<file path="config.mk">
export PLATFORM = sky130hd
export DESIGN_NAME = utf8_stream_decoder_flat
export DESIGN_NICKNAME = d
export VERILOG_FILES = /design/src/hw/rtl/utf8sd_pkg.sv /design/src/hw/rtl/utf8sd_if.sv /design/src/hw/rtl/utf8sd_cfg.sv /design/src/hw/rtl/utf8sd_decode.sv /design/src/hw/rtl/utf8sd_out_queue.sv /design/src/hw/rtl/utf8_stream_decoder.sv /design/src/flat_wrapper.sv
export VERILOG_INCLUDE_DIRS = /design/src /design/src/hw/rtl
export SDC_FILE = /design/constraint.sdc
export NUM_CORES = 1
export LEC_CHECK = 0
export BUFFER_PORTS_ARGS = -buffer_cell sky130_fd_sc_hd__buf_2
export CAP_MARGIN = 20
export CORE_ASPECT_RATIO = 0.5
export CORE_MARGIN = 4
export CORE_UTILIZATION = 55
export CTS_CLUSTER_SIZE = 25
export DETAILED_ROUTE_END_ITERATION = 16
export PLACE_DENSITY = 0.75
export SLEW_MARGIN = 40
export SYNTH_ARGS = -nofsm -noshare
export SYNTH_HDL_FRONTEND = slang
export SYNTH_SLANG_ARGS = --single-unit
</file>
<file path="constraint.sdc">
create_clock -name clk -period 9.8 [get_ports clk]
set_clock_uncertainty 0.1 [all_clocks]
set_input_delay 0 -clock clk [delete_from_list [all_inputs] [get_ports clk]]
set_output_delay 0 -clock clk [all_outputs]
set_load 0.01 [all_outputs]
</file>
<file path="src/hw/rtl/utf8_stream_decoder_assert.svh">
// assertion macros shared by the decoder rtl
`ifndef UTF8_STREAM_DECODER_ASSERT_SVH
`define UTF8_STREAM_DECODER_ASSERT_SVH

// same-cycle implication, held off while in reset
`define UTF8SD_ASSERT_IMPLY(label, clk, rst_n, ante, cons) \
    label: assert property (@(posedge clk) disable iff (!rst_n) (ante) |-> (cons)) \
        else $error("utf8sd: same-cycle check failed");

// next-cycle implication, held off while in reset
`define UTF8SD_ASSERT_NEXT(label, clk, rst_n, ante, cons) \
    label: assert property (@(posedge clk) disable iff (!rst_n) (ante) |=> (cons)) \
        else $error("utf8sd: next-cycle check failed");

`endif

</file>
<file path="src/hw/rtl/utf8sd_pkg.sv">
// types and constants shared by the utf-8 stream decoder
`default_nettype none

package utf8sd_pkg;

    // code point width and the fixed field widths
    localparam int CP_W   = 31;
    localparam int BYTE_W = 8;
    localparam int CNT_W  = 3;

    // configuration port
    localparam int APB_ADDR_W = 3;
    localparam int APB_DATA_W = 32;
    localparam logic REG_IDX_REPLACEMENT = 1'b0;
    localparam logic [CP_W-1:0] REPL_RESET = 31'h0000_FFFD;

    // forbidden code point ranges
    localparam logic [CP_W-1:0] SURR_LO   = 31'h0000_D800;
    localparam logic [CP_W-1:0] SURR_HI   = 31'h0000_DFFF;
    localparam logic [CP_W-1:0] NONCH_LO  = 31'h0000_FDD0;
    localparam logic [CP_W-1:0] NONCH_HI  = 31'h0000_FDEF;
    localparam logic [CP_W-1:0] NONCH_FE  = 31'h0000_FFFE;
    localparam logic [CP_W-1:0] NONCH_FF  = 31'h0000_FFFF;

    // upper bounds of each encoded length
    localparam logic [CP_W-1:0] MAX_LEN1 = 31'h0000_007F;
    localparam logic [CP_W-1:0] MAX_LEN2 = 31'h0000_07FF;
    localparam logic [CP_W-1:0] MAX_LEN3 = 31'h0000_FFFF;
    localparam logic [CP_W-1:0] MAX_LEN4 = 31'h001F_FFFF;
    localparam logic [CP_W-1:0] MAX_LEN5 = 31'h03FF_FFFF;

    // continuation byte tag in the top two bits
    localparam logic [1:0] CONT_TAG = 2'b10;

    // result queue depth
    localparam int Q_DEPTH = 4;

    typedef struct packed {
        logic [CP_W-1:0]  code_point;
        logic             was_replaced;
        logic [CNT_W-1:0] bytes_used;
        logic             last_of_run;
    } result_t;

endpackage

`default_nettype wire

</file>
<file path="src/hw/rtl/utf8sd_if.sv">
// byte and code point stream interfaces
`default_nettype none

interface utf8sd_byte_if;
    logic       valid;
    logic       ready;
    logic [7:0] data_byte;
    logic [2:0] bytes_left;

    modport source (output valid, output data_byte, output bytes_left, input ready);
    modport sink   (input valid, input data_byte, input bytes_left, output ready);
endinterface

interface utf8sd_code_if;
    logic        valid;
    logic        ready;
    logic [30:0] code_point;
    logic        was_replaced;
    logic [2:0]  bytes_used;
    logic        last_of_run;

    modport source (output valid, output code_point, output was_replaced,
                    output bytes_used, output last_of_run, input ready);
    modport sink   (input valid, input code_point, input was_replaced,
                    input bytes_used, input last_of_run, output ready);
endinterface

`default_nettype wire

</file>
<file path="src/hw/rtl/utf8sd_cfg.sv">
// apb register block holding the replacement code
`default_nettype none

module utf8sd_cfg
    import utf8sd_pkg::*;
(
    input  wire logic                  clk,
    input  wire logic                  rst_n,
    input  wire logic                  psel,
    input  wire logic                  penable,
    input  wire logic                  pwrite,
    input  wire logic [APB_ADDR_W-1:0] paddr,
    input  wire logic [APB_DATA_W-1:0] pwdata,
    output logic      [APB_DATA_W-1:0] prdata,
    output logic                       pready,
    output logic      [CP_W-1:0]       replacement_code
);

    logic [CP_W-1:0] repl_reg;
    logic            reg_hit;
    logic            wr_en;

    // register index is the word address
    assign reg_hit = (paddr[APB_ADDR_W-1] == REG_IDX_REPLACEMENT);
    assign wr_en   = psel && penable && pwrite && reg_hit;
    assign pready  = 1'b1;

    // replacement code register
    always_ff @(posedge clk or negedge rst_n)
    begin
        if (!rst_n)
        begin
            repl_reg <= REPL_RESET;
        end
        else if (wr_en)
        begin
            repl_reg <= pwdata[CP_W-1:0];
        end
    end

    // read back
    always_comb
    begin
        prdata = '0;
        if (reg_hit)
        begin
            prdata = {{(APB_DATA_W-CP_W){1'b0}}, repl_reg};
        end
    end

    assign replacement_code = repl_reg;

endmodule

`default_nettype wire

</file>
<file path="src/hw/rtl/utf8sd_decode.sv">
// per-byte decode: next sequence state and up to two results
`default_nettype none

module utf8sd_decode
    import utf8sd_pkg::*;
#(
    parameter int MAX_SEQ_LEN = 6,
    parameter int PART_W      = 31
)
(
    input  wire logic [BYTE_W-1:0] data_byte,
    input  wire logic [CNT_W-1:0]  bytes_left,
    input  wire logic [CP_W-1:0]   replacement_code,
    input  wire logic [PART_W-1:0] partial_value,
    input  wire logic [CNT_W-1:0]  expected_length,
    input  wire logic [CNT_W-1:0]  bytes_seen,
    input  wire logic [CNT_W-1:0]  skip_count,
    output logic      [PART_W-1:0] partial_next,
    output logic      [CNT_W-1:0]  expected_next,
    output logic      [CNT_W-1:0]  seen_next,
    output logic      [CNT_W-1:0]  skip_next,
    output logic      [1:0]        result_count,
    output result_t                result0,
    output result_t                result1
);

    // sequence length announced by a lead byte, one for anything else
    function automatic logic [CNT_W-1:0] lead_len(input logic [BYTE_W-1:0] b);
        logic [CNT_W-1:0]  len;
        logic [BYTE_W-1:0] top;
        logic [BYTE_W-1:0] pat;
        len = 3'd1;
        for (int l = 2; l <= 6; l++)
        begin
            top = b >> (7 - l);
            pat = BYTE_W'(((1 << l) - 1) << 1);
            if ((l <= MAX_SEQ_LEN) && (top == pat))
            begin
                len = CNT_W'(l);
            end
        end
        return len;
    endfunction

    // shortest encoding length for a code point
    function automatic logic [CNT_W-1:0] min_len(input logic [CP_W-1:0] c);
        logic [CNT_W-1:0] len;
        if (c <= MAX_LEN1)
        begin
            len = 3'd1;
        end
        else if (c <= MAX_LEN2)
        begin
            len = 3'd2;
        end
        else if (c <= MAX_LEN3)
        begin
            len = 3'd3;
        end
        else if (c <= MAX_LEN4)
        begin
            len = 3'd4;
        end
        else if (c <= MAX_LEN5)
        begin
            len = 3'd5;
        end
        else
        begin
            len = 3'd6;
        end
        return len;
    endfunction

    logic [CNT_W-1:0]  left_c;
    logic [CNT_W-1:0]  lb_len;
    logic              lead_has;
    result_t           lead_res;
    logic [CNT_W-1:0]  lead_skip;
    logic [PART_W-1:0] lead_part;
    logic [CNT_W-1:0]  lead_exp;
    logic [CNT_W-1:0]  lead_seen;
    logic [PART_W-1:0] cont_value;
    logic [CP_W-1:0]   cont_cp;
    logic [CNT_W-1:0]  seen_inc;
    logic              cp_bad;

    // buffer count clamped to one..six
    always_comb
    begin
        left_c = bytes_left;
        if (bytes_left == 3'd0)
        begin
            left_c = 3'd1;
        end
        else if (bytes_left == 3'd7)
        begin
            left_c = 3'd6;
        end
    end

    // byte taken as a lead
    always_comb
    begin
        lb_len    = lead_len(data_byte);
        lead_has  = 1'b1;
        lead_skip = '0;
        lead_part = '0;
        lead_exp  = '0;
        lead_seen = '0;
        lead_res.code_point   = replacement_code;
        lead_res.was_replaced = 1'b1;
        lead_res.bytes_used   = 3'd1;
        lead_res.last_of_run  = 1'b1;
        if (lb_len > left_c)
        begin
            // overrun: swallow the rest of the buffer
            lead_res.bytes_used = left_c;
            lead_skip           = left_c - 3'd1;
        end
        else if (lb_len == 3'd1)
        begin
            if (!data_byte[7])
            begin
                lead_res.code_point   = {{(CP_W-7){1'b0}}, data_byte[6:0]};
                lead_res.was_replaced = 1'b0;
            end
        end
        else
        begin
            lead_has  = 1'b0;
            lead_part = PART_W'(data_byte & (8'h7F >> lb_len));
            lead_exp  = lb_len;
            lead_seen = 3'd1;
        end
    end

    // continuation value and its legality
    assign cont_value = {partial_value[PART_W-7:0], data_byte[5:0]};
    assign cont_cp    = CP_W'(cont_value);
    assign seen_inc   = bytes_seen + 3'd1;
    assign cp_bad     = (min_len(cont_cp) != expected_length) ||
                        ((cont_cp >= SURR_LO) && (cont_cp <= SURR_HI)) ||
                        ((cont_cp >= NONCH_LO) && (cont_cp <= NONCH_HI)) ||
                        (cont_cp == NONCH_FE) || (cont_cp == NONCH_FF);

    // sequence state and result selection
    always_comb
    begin
        partial_next  = partial_value;
        expected_next = expected_length;
        seen_next     = bytes_seen;
        skip_next     = skip_count;
        result_count  = 2'd0;
        result0       = lead_res;
        result1       = lead_res;
        if (skip_count != 3'd0)
        begin
            skip_next = skip_count - 3'd1;
        end
        else if (expected_length == 3'd0)
        begin
            result_count  = {1'b0, lead_has};
            partial_next  = lead_part;
            expected_next = lead_exp;
            seen_next     = lead_seen;
            skip_next     = lead_skip;
        end
        else if (data_byte[7:6] == CONT_TAG)
        begin
            partial_next = cont_value;
            seen_next    = seen_inc;
            if (seen_inc >= expected_length)
            begin
                // sequence complete
                result_count          = 2'd1;
                result0.code_point    = cp_bad ? replacement_code : cont_cp;
                result0.was_replaced  = cp_bad;
                result0.bytes_used    = expected_length;
                result0.last_of_run   = 1'b1;
                partial_next          = '0;
                expected_next         = '0;
                seen_next             = '0;
            end
        end
        else
        begin
            // bad continuation, then the byte again as a lead
            result_count          = lead_has ? 2'd2 : 2'd1;
            result0.code_point    = replacement_code;
            result0.was_replaced  = 1'b1;
            result0.bytes_used    = bytes_seen;
            result0.last_of_run   = !lead_has;
            partial_next          = lead_part;
            expected_next         = lead_exp;
            seen_next             = lead_seen;
            skip_next             = lead_skip;
        end
    end

endmodule

`default_nettype wire

</file>
<file path="src/hw/rtl/utf8sd_out_queue.sv">
// small result queue: up to two pushes and one pop per cycle
`default_nettype none

`include "utf8_stream_decoder_assert.svh"

module utf8sd_out_queue
    import utf8sd_pkg::*;
(
    input  wire logic       clk,
    input  wire logic       rst_n,
    input  wire logic [1:0] push_count,
    input  wire result_t    push0,
    input  wire result_t    push1,
    output logic [$clog2(Q_DEPTH):0] fill,
    utf8sd_code_if.source   code_out
);

    localparam int PTR_W = $clog2(Q_DEPTH);

    result_t            entry_reg [Q_DEPTH];
    logic [PTR_W-1:0]   wr_ptr_reg;
    logic [PTR_W-1:0]   wr_ptr_next;
    logic [PTR_W-1:0]   rd_ptr_reg;
    logic [PTR_W-1:0]   rd_ptr_next;
    logic [PTR_W:0]     count_reg;
    logic [PTR_W:0]     count_next;
    logic [PTR_W-1:0]   wr_ptr_b;
    logic               pop;
    result_t            head;

    assign pop      = code_out.valid && code_out.ready;
    assign wr_ptr_b = wr_ptr_reg + PTR_W'(1);

    // pointer and fill arithmetic
    always_comb
    begin
        wr_ptr_next = wr_ptr_reg + PTR_W'(push_count);
        rd_ptr_next = pop ? (rd_ptr_reg + PTR_W'(1)) : rd_ptr_reg;
        count_next  = count_reg + (PTR_W+1)'(push_count) - (PTR_W+1)'(pop);
    end

    always_ff @(posedge clk or negedge rst_n)
    begin
        if (!rst_n)
        begin
            wr_ptr_reg <= '0;
            rd_ptr_reg <= '0;
            count_reg  <= '0;
        end
        else
        begin
            wr_ptr_reg <= wr_ptr_next;
            rd_ptr_reg <= rd_ptr_next;
            count_reg  <= count_next;
        end
    end

    // entry storage
    always_ff @(posedge clk)
    begin
        if (push_count != 2'd0)
        begin
            entry_reg[wr_ptr_reg] <= push0;
        end
        if (push_count == 2'd2)
        begin
            entry_reg[wr_ptr_b] <= push1;
        end
    end

    // head of queue onto the output beat
    assign head                  = entry_reg[rd_ptr_reg];
    assign code_out.valid        = (count_reg != '0);
    assign code_out.code_point   = head.code_point;
    assign code_out.was_replaced = head.was_replaced;
    assign code_out.bytes_used   = head.bytes_used;
    assign code_out.last_of_run  = head.last_of_run;
    assign fill                  = count_reg;

    `UTF8SD_ASSERT_IMPLY(a_no_overflow, clk, rst_n, push_count != 2'd0, count_reg + (PTR_W+1)'(push_count) <= (PTR_W+1)'(Q_DEPTH))
    `UTF8SD_ASSERT_IMPLY(a_two_push_room, clk, rst_n, push_count == 2'd2, count_reg <= (PTR_W+1)'(Q_DEPTH - 2))
    `UTF8SD_ASSERT_NEXT(a_fill_tracks, clk, rst_n, push_count == 2'd0 && !pop, count_reg == $past(count_reg))

endmodule

`default_nettype wire

</file>
<file path="src/hw/rtl/utf8_stream_decoder.sv">
// Streaming decoder for the extended 1- to 6-byte UTF-8 form. One byte beat
// is accepted every cycle unless stalled; a byte passes the input register and
// the result queue before its first result leaves. Each byte is decoded in a
// single registered stage and its results go into a four-entry queue in front
// of the code stream. A byte gives no, one or two results; two results come
// only from a broken sequence, which always follows a byte that gave none, so
// the results never outrun the one-per-cycle code stream and the byte stream
// keeps its full rate. Only back-pressure on the code stream stalls the byte
// stream: once three or more results wait, the next byte is held in the input
// register. The replacement code is set through the APB port at byte address
// 0 and resets to U+FFFD.
`default_nettype none

`include "utf8_stream_decoder_assert.svh"

module utf8_stream_decoder
    import utf8sd_pkg::*;
#(
    parameter int MAX_SEQ_LEN = 6
)
(
    input  wire logic                  clk,
    input  wire logic                  rst_n,
    utf8sd_byte_if.sink                byte_stream,
    utf8sd_code_if.source              code_stream,
    input  wire logic                  psel,
    input  wire logic                  penable,
    input  wire logic                  pwrite,
    input  wire logic [APB_ADDR_W-1:0] paddr,
    input  wire logic [APB_DATA_W-1:0] pwdata,
    output logic      [APB_DATA_W-1:0] prdata,
    output logic                       pready
);

    // bits gathered by the longest sequence
    localparam int PART_W = 5 * MAX_SEQ_LEN + 1;
    localparam int FILL_W = $clog2(Q_DEPTH) + 1;

    logic [CP_W-1:0]   replacement_code;

    logic              stage_valid_reg;
    logic              stage_valid_next;
    logic [BYTE_W-1:0] stage_byte_reg;
    logic [CNT_W-1:0]  stage_left_reg;

    logic [PART_W-1:0] partial_reg;
    logic [PART_W-1:0] partial_next;
    logic [CNT_W-1:0]  exp_len_reg;
    logic [CNT_W-1:0]  exp_len_next;
    logic [CNT_W-1:0]  seen_reg;
    logic [CNT_W-1:0]  seen_next;
    logic [CNT_W-1:0]  skip_reg;
    logic [CNT_W-1:0]  skip_next;

    logic [1:0]        dec_count;
    result_t           dec_res0;
    result_t           dec_res1;
    logic [1:0]        push_count;
    logic [FILL_W-1:0] q_fill;
    logic              can_push;
    logic              stage_adv;
    logic              accept;

    // register block
    utf8sd_cfg u_cfg (
        .clk              (clk),
        .rst_n            (rst_n),
        .psel             (psel),
        .penable          (penable),
        .pwrite           (pwrite),
        .paddr            (paddr),
        .pwdata           (pwdata),
        .prdata           (prdata),
        .pready           (pready),
        .replacement_code (replacement_code)
    );

    // stage handshake: advance only with room for two results
    assign can_push          = (q_fill <= FILL_W'(Q_DEPTH - 2));
    assign stage_adv         = stage_valid_reg && can_push;
    assign byte_stream.ready = !stage_valid_reg || can_push;
    assign accept            = byte_stream.valid && byte_stream.ready;
    assign push_count        = stage_adv ? dec_count : 2'd0;

    always_comb
    begin
        stage_valid_next = stage_valid_reg;
        if (accept)
        begin
            stage_valid_next = 1'b1;
        end
        else if (stage_adv)
        begin
            stage_valid_next = 1'b0;
        end
    end

    // input register
    always_ff @(posedge clk or negedge rst_n)
    begin
        if (!rst_n)
        begin
            stage_valid_reg <= 1'b0;
        end
        else
        begin
            stage_valid_reg <= stage_valid_next;
        end
    end

    always_ff @(posedge clk)
    begin
        if (accept)
        begin
            stage_byte_reg <= byte_stream.data_byte;
            stage_left_reg <= byte_stream.bytes_left;
        end
    end

    // per-byte decode
    utf8sd_decode #(
        .MAX_SEQ_LEN (MAX_SEQ_LEN),
        .PART_W      (PART_W)
    ) u_decode (
        .data_byte        (stage_byte_reg),
        .bytes_left       (stage_left_reg),
        .replacement_code (replacement_code),
        .partial_value    (partial_reg),
        .expected_length  (exp_len_reg),
        .bytes_seen       (seen_reg),
        .skip_count       (skip_reg),
        .partial_next     (partial_next),
        .expected_next    (exp_len_next),
        .seen_next        (seen_next),
        .skip_next        (skip_next),
        .result_count     (dec_count),
        .result0          (dec_res0),
        .result1          (dec_res1)
    );

    // open sequence state
    always_ff @(posedge clk or negedge rst_n)
    begin
        if (!rst_n)
        begin
            partial_reg <= '0;
            exp_len_reg <= '0;
            seen_reg    <= '0;
            skip_reg    <= '0;
        end
        else if (stage_adv)
        begin
            partial_reg <= partial_next;
            exp_len_reg <= exp_len_next;
            seen_reg    <= seen_next;
            skip_reg    <= skip_next;
        end
    end

    // result queue
    utf8sd_out_queue u_queue (
        .clk        (clk),
        .rst_n      (rst_n),
        .push_count (push_count),
        .push0      (dec_res0),
        .push1      (dec_res1),
        .fill       (q_fill),
        .code_out   (code_stream)
    );

    `UTF8SD_ASSERT_IMPLY(a_skip_only_idle, clk, rst_n, skip_reg != 3'd0, exp_len_reg == 3'd0)
    `UTF8SD_ASSERT_IMPLY(a_seen_in_range, clk, rst_n, exp_len_reg != 3'd0, seen_reg != 3'd0 && seen_reg < exp_len_reg && exp_len_reg <= CNT_W'(MAX_SEQ_LEN))
    `UTF8SD_ASSERT_NEXT(a_skip_counts_down, clk, rst_n, stage_adv && skip_reg != 3'd0, skip_reg == $past(skip_reg) - 3'd1)
    `UTF8SD_ASSERT_IMPLY(a_skip_no_result, clk, rst_n, stage_adv && skip_reg != 3'd0, push_count == 2'd0)

endmodule

`default_nettype wire

</file>
<file path="src/flat_wrapper.sv">
// flat-port wrapper written by rule: the top's interface ports become plain ports
module utf8_stream_decoder_flat import utf8sd_pkg::*;
#(
    parameter int MAX_SEQ_LEN = 6
)
  (clk, rst_n, psel, penable, pwrite, paddr, pwdata, prdata, pready, byte_stream_valid, byte_stream_data_byte, byte_stream_bytes_left, byte_stream_ready, code_stream_valid, code_stream_code_point, code_stream_was_replaced, code_stream_bytes_used, code_stream_last_of_run, code_stream_ready);
  utf8sd_byte_if byte_stream_i ();
  utf8sd_code_if code_stream_i ();
  input  wire logic clk;
  input  wire logic rst_n;
  input  wire logic psel;
  input  wire logic penable;
  input  wire logic pwrite;
  input  wire logic [APB_ADDR_W-1:0] paddr;
  input  wire logic [APB_DATA_W-1:0] pwdata;
  output logic      [APB_DATA_W-1:0] prdata;
  output logic pready;
  input wire logic [$bits(byte_stream_i.valid)-1:0] byte_stream_valid;
  input wire logic [$bits(byte_stream_i.data_byte)-1:0] byte_stream_data_byte;
  input wire logic [$bits(byte_stream_i.bytes_left)-1:0] byte_stream_bytes_left;
  output wire logic [$bits(byte_stream_i.ready)-1:0] byte_stream_ready;
  output wire logic [$bits(code_stream_i.valid)-1:0] code_stream_valid;
  output wire logic [$bits(code_stream_i.code_point)-1:0] code_stream_code_point;
  output wire logic [$bits(code_stream_i.was_replaced)-1:0] code_stream_was_replaced;
  output wire logic [$bits(code_stream_i.bytes_used)-1:0] code_stream_bytes_used;
  output wire logic [$bits(code_stream_i.last_of_run)-1:0] code_stream_last_of_run;
  input wire logic [$bits(code_stream_i.ready)-1:0] code_stream_ready;
  assign byte_stream_i.valid = byte_stream_valid;
  assign byte_stream_i.data_byte = byte_stream_data_byte;
  assign byte_stream_i.bytes_left = byte_stream_bytes_left;
  assign byte_stream_ready = byte_stream_i.ready;
  assign code_stream_valid = code_stream_i.valid;
  assign code_stream_code_point = code_stream_i.code_point;
  assign code_stream_was_replaced = code_stream_i.was_replaced;
  assign code_stream_bytes_used = code_stream_i.bytes_used;
  assign code_stream_last_of_run = code_stream_i.last_of_run;
  assign code_stream_i.ready = code_stream_ready;
  utf8_stream_decoder #(.MAX_SEQ_LEN(MAX_SEQ_LEN)) u_core (.clk(clk), .rst_n(rst_n), .byte_stream(byte_stream_i), .code_stream(code_stream_i), .psel(psel), .penable(penable), .pwrite(pwrite), .paddr(paddr), .pwdata(pwdata), .prdata(prdata), .pready(pready));
endmodule
</file>
Word level (Yosys, flattened, before mapping)
Memories as Yosys holds them, arrays and structs flattened. Index checks and enable logic that the tools add are counted. W data, S select, Z words.

Bits in registers: 84. RAM bits: 144. Word-level logic and storage cells: 129. Memories kept: 1.

Memory list: u_core.u_queue.entry_reg (depth 4, width 36, rd ports 1, clocked after Yosys merged registers in 0, write ports 2, line utf8sd_out_queue.sv:20) `result_t entry_reg [Q_DEPTH];`.

Add/sub/neg operators: 8. Magnitude comparators: 12. Eq/ne operators: 14. Shifts and indexed selects: 1. Multiplexer cells: 55. Bitwise operators: 3. Reductions and logical operators: 24.

Operators with widths (number): $mux W36 (4); $mux W25 (5); $mux W32 (3); $le A31 B16 Y1 const B (3); $mux W3 (22); $eq A31 B16 Y1 const B (2); $ge A31 B16 Y1 const B (2); $mux W31 (2); $le A31 B11 Y1 const B (1); $le A31 B21 Y1 const B (1); $le A31 B26 Y1 const B (1); $le A31 B7 Y1 const B (1); $and A8 B25 Y25 (1); $shr A7 B3 Y25 const A (1); $mux W2 (9); $mux W1 (10); $logic_and A1 B1 Y1 (8); $eq A7 B7 Y1 const B (1); $eq A3 B3 Y1 const B (2); $eq A6 B6 Y1 const B (1); $logic_not A3 Y1 (2); $reduce_bool A3 Y1 (2); $sub A3 B1 Y3 const B (2); $eq A5 B5 Y1 const B (1); other kinds (20) (30).

Longest topological paths before layout
Gate-level depths: netlist (run 1).

Depth after elaboration: 17. Gate-level depth with buffers: 18.

By module
A second synthesis (run 1) with hierarchy kept.

Cell total of the unflattened synthesis: 911. Area total of the unflattened synthesis: 13082.5 µm².

Modules (own cells, without submodules): utf8sd_out_queue (times used 1, cells an instance 387, area each 7357.1 µm²); utf8sd_decode (times used 1, cells an instance 314, area each 2127.0 µm²); utf8_stream_decoder (times used 1, cells an instance 106, area each 2057.0 µm²); utf8sd_cfg (times used 1, cells an instance 104, area each 1541.5 µm²).

Least setup slack after synthesis (run 1)
OpenSTA, ideal clock, no wires.

Path type: register to register. Start: reg u_core.stage_byte_reg[5]. End: mem u_core.u_queue.entry_reg[0][10] (netlist bit), enable pin. Setup time: 0.497 ns. Arrival: 3.582 ns. Data required time: 9.203 ns. Slack: 5.621 ns. Stages on the path, launching flop included: 15. Period minus slack after synthesis: 4.179 ns. Cell sequence: edfxtp_1 -> clkbuf_1 -> nand2_1 -> a31oi_1 -> nor2_1 -> ha_1 -> a211o_1 -> a21o_1 -> o311a_1 -> buf_2 -> inv_2 -> a21o_1 -> clkbuf_1 -> clkbuf_1 -> nand2_1.

RTL lines: start, declared (line utf8_stream_decoder.sv:43) `logic [BYTE_W-1:0] stage_byte_reg;`; start signal, assigned (line utf8_stream_decoder.sv:115) `stage_byte_reg <= byte_stream.data_byte;`; end, declared (line utf8sd_out_queue.sv:20).

==> results.yml, run 1 <==
global_route:
  grt_pass1_wl_um: 50000
  grt_usage_pct: 26.8
  antenna_found_initial: 0
  gr-total-overflow: 0
  grt_max_degree: 74
  first_global_vias: 8802
logic_synthesis:
  synth_ff_type: "edfxtp_1"
  synth_edf_count: 151
  synth_cell_type_count: 71
  synth_seq_cells: 228
  synth_area_per_cell_um2: 13.3
  async_reset_ff_share_pct: 32.0
  syn_inst: 878
  synth_nets: 946
  synth-seq-area-share_pct: 55.5
  synth.cell_area_um2: 11600
  yosys_warnings: 0
cells_and_area:
  fillers: 1513
  antenna_cells: 0
  mostFrequentLayoutCells: "edfxtp_1, a22o_1, buf_2, dfrtp_1, nand2_1"
  nNetsFinal: 1087
  area_growth_pct: 16.6
  largest_register_ff_count: 144
  layout_commonest_cell: "edfxtp_1"
  drive_above_1_share_pct: 26.2
sta:
  hold_viol_final: 0
  relSlewSlack_pct: 35.2
  setup_viol: 0
  maxClockFrequency_ghz: 0.217
  worst_pin_slew_ns: 0.972
  period_needed_ns: 4.61
  setup_tns_ns: 0
  fin_crit_sh_pct: 47.0
  rsz0062_at_grt: "no"
  drv_slew: 0
job:
  max_cap_violations: 0
clock_tree:
  cts.sinks: 228
  cts_setup_buffers: 0
  cts_max_path_buffers: 3
  ctsHoldBuffers: 45
  cts_resized: 0
  clock_latency_ns: 0.51
  clkTransAtPathRegs_ns: 0.06
  root_buffer: "clkbuf_16"
  cts_buffers: 21
  cts_htree_levels: 1
  tritoncts: "built"
power:
  p_comb_share_pct: 35.4
  intPower_uw: 2130
  peakVddDrop_uv: 121
  p_leak_uw: 0.00524
  p_clk_share_pct: 25.0
  netSwitchingFraction_pct: 35.1
  p_switching_uw: 1150
  pwr-share-seq_pct: 39.5
  power.total_uw: 3290
  powerDensity_nw_per_um2: 242
setup_path:
  cp-end-kind: "flip-flop"
  crit_fanout: 31
  worstSetupPathType: "flip-flop to flip-flop"
  worstPathArrival_ns: 4.70
  rr_worst_depth: 12
  rr_startpoint: "u_core.stage_byte_reg[5]"
  timing.rr.end: "u_core.u_queue.entry_reg[3][25]"
  reg2reg_slack_ns: 5.19
  critPathRequiredTime_ns: 9.89
  start_kind: "flip-flop"
worst_hold_path:
  hold_class: "primary input to asynchronous set/reset pin"
floorplanning:
  die-area_um2: 23700
  placementRows: 37
  core_area_um2: 20700
  start_util_pct: 56.3
  die_h_um: 111
  ios: 124
  die_x_um: 214
placement:
  io_buffers: 118
  hpwl_um: 19600
  routabilityCongestion: 0.951
detailed_routing:
  wire_per_inst_um: 24.4
  avgViaCountPerCell: 6.65
  drt_iter0_drc: 959
  dr.pass1.iters: 6
  finalWirelength_um: 31900
  ant_nets: 0
  routed-via-count: 8693
  drc_errors: 0
status:
  status: "complete, no violations"
critical path, stage by stage, from the launching register on:
cell and delay [ns]:
edfxtp_1 0.61, nand2_1 0.18, nor3_1 0.37, ha_1 0.33, o21a_1 0.25, a21o_1 0.23, a31o_2 0.32, inv_1 0.34
nor2_1 0.15, a31oi_1 0.52, buf_4 0.28, nand2_1 0.18, buf_4 0.40
worst max path at each step:
stage	start	end	slack, ns
after floorplan	u_core.stage_byte_reg[5]	u_core.u_queue.entry_reg[0][10]	5.62
after global placement	u_core.stage_byte_reg[1]	u_core.u_queue.entry_reg[3][22]	5.40
after detailed placement	u_core.stage_byte_reg[5]	u_core.u_queue.entry_reg[3][22]	5.35
after CTS	u_core.stage_byte_reg[5]	u_core.u_queue.entry_reg[3][18]	5.32
after global routing	u_core.stage_byte_reg[5]	u_core.u_queue.entry_reg[3][29]	5.00
final	u_core.stage_byte_reg[5]	u_core.u_queue.entry_reg[3][25]	5.19
cell families (layout without fill, tap and decap cells):
kind of cell | count (synthesis) | after routing | synth area share [%]
other | 2 | 2 | 0.0645
AND/OR/NAND/NOR | 164 | 164 | 7.17
AO/OA/AOI/OAI | 295 | 295 | 20.6
buffers and inverters | 87 | 243 | 3.46
XOR/XNOR | 8 | 8 | 0.602
flip-flops | 228 | 228 | 55.5
multiplexers | 79 | 79 | 11.0
adder cells (fa/ha/maj) | 15 | 15 | 1.68
metrics by stage:
step                setup WS, ns  cells  util (%)  area (µm²)  hold WS [ns]
floorplan                   5.62    878         -       11600        -0.396
global placement            5.40   1224      60.0       12400        0.0806
detailed placement          5.35   1224      60.0       12400      -0.00352
CTS                         5.32   1307      65.5       13600        0.0528
global route                5.00   1307      65.6       13600        0.0803
finish                      5.19   1307      65.6       13600        0.0145
cell type report:
cell class	instances	area [µm²]	share of cell area [%]
sequential	228	6460	47.6
multi-input combinational	563	4790	35.3
timing repair buffer	185	1220	8.96
clock buffer	31	626	4.61
tap	273	342	2.52
inverter	20	75.1	0.553
clock inverter	7	60.1	0.442
power groups by stage:
stage	clock (µW)	sequential, µW	combinational, µW
floorplan	0	1250	829
global placement	0	1300	1110
detailed placement	0	1310	1140
CTS	835	1290	1160
global route	880	1310	1260
finish	823	1300	1160
cell usage after synthesis, types with 16 or more instances:
| cell type | instances | area (µm²) |
|---|---|---|
| a21oi_1 | 16 | 80.1 |
| dfrtp_1 | 58 | 1450 |
| buf_2 | 19 | 95.1 |
| o21ai_0 | 29 | 145 |
| a22o_1 | 120 | 1050 |
| a2bb2oi_1 | 18 | 158 |
| nor2_1 | 24 | 90.1 |
| inv_1 | 19 | 71.3 |
| nor2b_1 | 38 | 238 |
| edfxtp_1 | 151 | 4530 |
| o31ai_1 | 29 | 218 |
| clkbuf_1 | 34 | 128 |
| mux4_2 | 36 | 811 |
| mux2_2 | 31 | 349 |
| nand2_1 | 51 | 191 |
per-layer routing:
layer  up-vias  share of wire, %  global-route usage, %
met1      4300                40                   37.4
met2       504                48                   43.7
met5         -                 0                      0
met4         0               2.9                   7.29
li1       3795                 -                      -
met3        94               9.2                   4.81
No activity file was read; power rests on OpenSTA's default activity.
==> run 2: changes to the inputs <==
Clock period 9.8 ns to 4.8 ns, I/O delays scaled along.
==> run 2 against run 1 <==
Against the previous run:
- combinational power grew 110%
- via count grew 0.79%
- utilization grew 0.33 points
- cell count grew 0.92%
- register-to-register slack lost 4.5 ns
- routed wire length grew 3.1%
- worst setup slack lost 4.5 ns
- flip-flop and latch count is the same
- non-clock buffer count grew 12
- die area is the same
- first-iteration DRC count grew 1.8%
- critical path type unchanged
- critical endpoint is now u_core.u_queue.entry_reg[0][34]
- largest cell class unchanged
- largest power group unchanged
==> results.yml, run 2 (synthesis gave the netlist of run 1 again) <==
detailed_routing:
  dr.pass1.iters: 6
  ant_nets: 0
  finalWirelength_um: 32800
  drc_errors: 0
  wire_per_inst_um: 24.9
  drt_iter0_drc: 976
  routed-via-count: 8762
  avgViaCountPerCell: 6.64
sta:
  maxClockFrequency_ghz: 0.242
  hold_viol_final: 0
  period_needed_ns: 4.14
  setup_slack_ns: 0.665
  worst_pin_slew_ns: 0.728
  fin_crit_sh_pct: 86.1
  rsz0062_at_grt: "no"
  setup_viol: 0
  relSlewSlack_pct: 50.2
  setup_tns_ns: 0
  drv_slew: 0
clock_tree:
  cts_buffers: 21
  cts_htree_levels: 1
  clkTransAtPathRegs_ns: 0.07
  tritoncts: "built"
  cts_setup_buffers: 0
  cts_resized: 0
  cts_max_path_buffers: 3
  ctsHoldBuffers: 46
  root_buffer: "clkbuf_16"
  cts.sinks: 228
  clock_latency_ns: 0.52
cells_and_area:
  fillers: 1484
  largest_register_ff_count: 144
  drive_above_1_share_pct: 26.5
  nNetsFinal: 1099
  antenna_cells: 0
  area_growth_pct: 17.1
  layout_commonest_cell: "edfxtp_1"
  mostFrequentLayoutCells: "edfxtp_1, a22o_1, buf_2, dfrtp_1, nand2_1"
global_route:
  grt_max_degree: 66
  first_global_vias: 8714
  antenna_found_initial: 0
  grt_pass1_wl_um: 50500
  gr-total-overflow: 0
  grt_usage_pct: 27.2
setup_path:
  start_kind: "flip-flop"
  crit_fanout: 25
  cp-end-kind: "flip-flop"
  critPathRequiredTime_ns: 4.95
  worstPathArrival_ns: 4.29
  rr_worst_depth: 11
  worstSetupPathType: "flip-flop to flip-flop"
status:
  status: "complete, no violations"
floorplanning:
  core_area_um2: 20700
  start_util_pct: 56.3
  die-area_um2: 23700
  die_h_um: 111
  placementRows: 37
  die_x_um: 214
  ios: 124
power:
  peakVddDrop_uv: 245
  powerDensity_nw_per_um2: 489
  power.total_uw: 6660
  p_leak_uw: 0.00524
placement:
  hpwl_um: 20300
  dpl_worst_slack_ns: 0.539
  routabilityCongestion: 0.896
  io_buffers: 118
job:
  max_cap_violations: 0
worst_hold_path:
  hold_class: "primary input to asynchronous set/reset pin"
run 2: critical path: stages, from the launching register on:
cell and delay [ns]:
edfxtp_1 0.54, and3_1 0.28, nor3_1 0.34, ha_1 0.33
o21a_1 0.23, a21o_1 0.22, a31o_2 0.33, inv_1 0.34
a21o_1 0.46, o32ai_4 0.12, buf_4 0.28, a22o_1 0.28
run 2: per-stage QoR:
step	hold slack (ns)	utilization, %	instance area [µm²]	instances
2_1_floorplan	-0.396	-	11600	878
3_3_place_gp	-0.268	60.6	12500	1234
3_5_place_dp	-0.261	60.6	12500	1234
4_1_cts	0.0847	65.8	13600	1318
5_1_grt	0.103	65.9	13600	1319
6_report	0.0804	65.9	13600	1319
run 2: worst paths after layout:
path	start	to	slack, ns
hold reg to reg	u_core.u_queue.entry_reg[0][0]	u_core.u_queue.entry_reg[0][0]	0.40
min in group clk	byte_stream_data_byte[3]	u_core.stage_byte_reg[3]	0.11
hold / removal	rst_n	u_core.partial_reg[4]	0.08
setup / recovery	u_core.stage_byte_reg[1]	u_core.u_queue.entry_reg[0][34]	0.66
setup reg to reg	u_core.stage_byte_reg[1]	u_core.u_queue.entry_reg[0][34]	0.66
max in group asynchronous	rst_n	u_core.u_cfg.replacement_code[14]	3.80
run 2: cell type report:
class,count,area [µm²],area share [%]
Sequential cell,228,6460,47.4
Multi-Input combinational cell,563,4790,35.1
Timing Repair Buffer,197,1360,9.99
Clock buffer,34,584,4.28
Tap cell,273,342,2.50
Inverter,20,75.1,0.550
Clock inverter,4,30.0,0.220
run 2: report_power, final:
group	switching (µW)	internal, µW
clock network	723	839
registers	333	2370
logic	1330	1070
total	2390	4280
run 2: routing by layer:
layer | vias up | track usage [%] | part of all wire (%)
li1 | 3819 | - | -
met1 | 4403 | 40.1 | 43
met2 | 477 | 42.8 | 47
met3 | 63 | 3.76 | 8.2
met4 | 0 | 6.99 | 2.3
met5 | - | 0 | 0
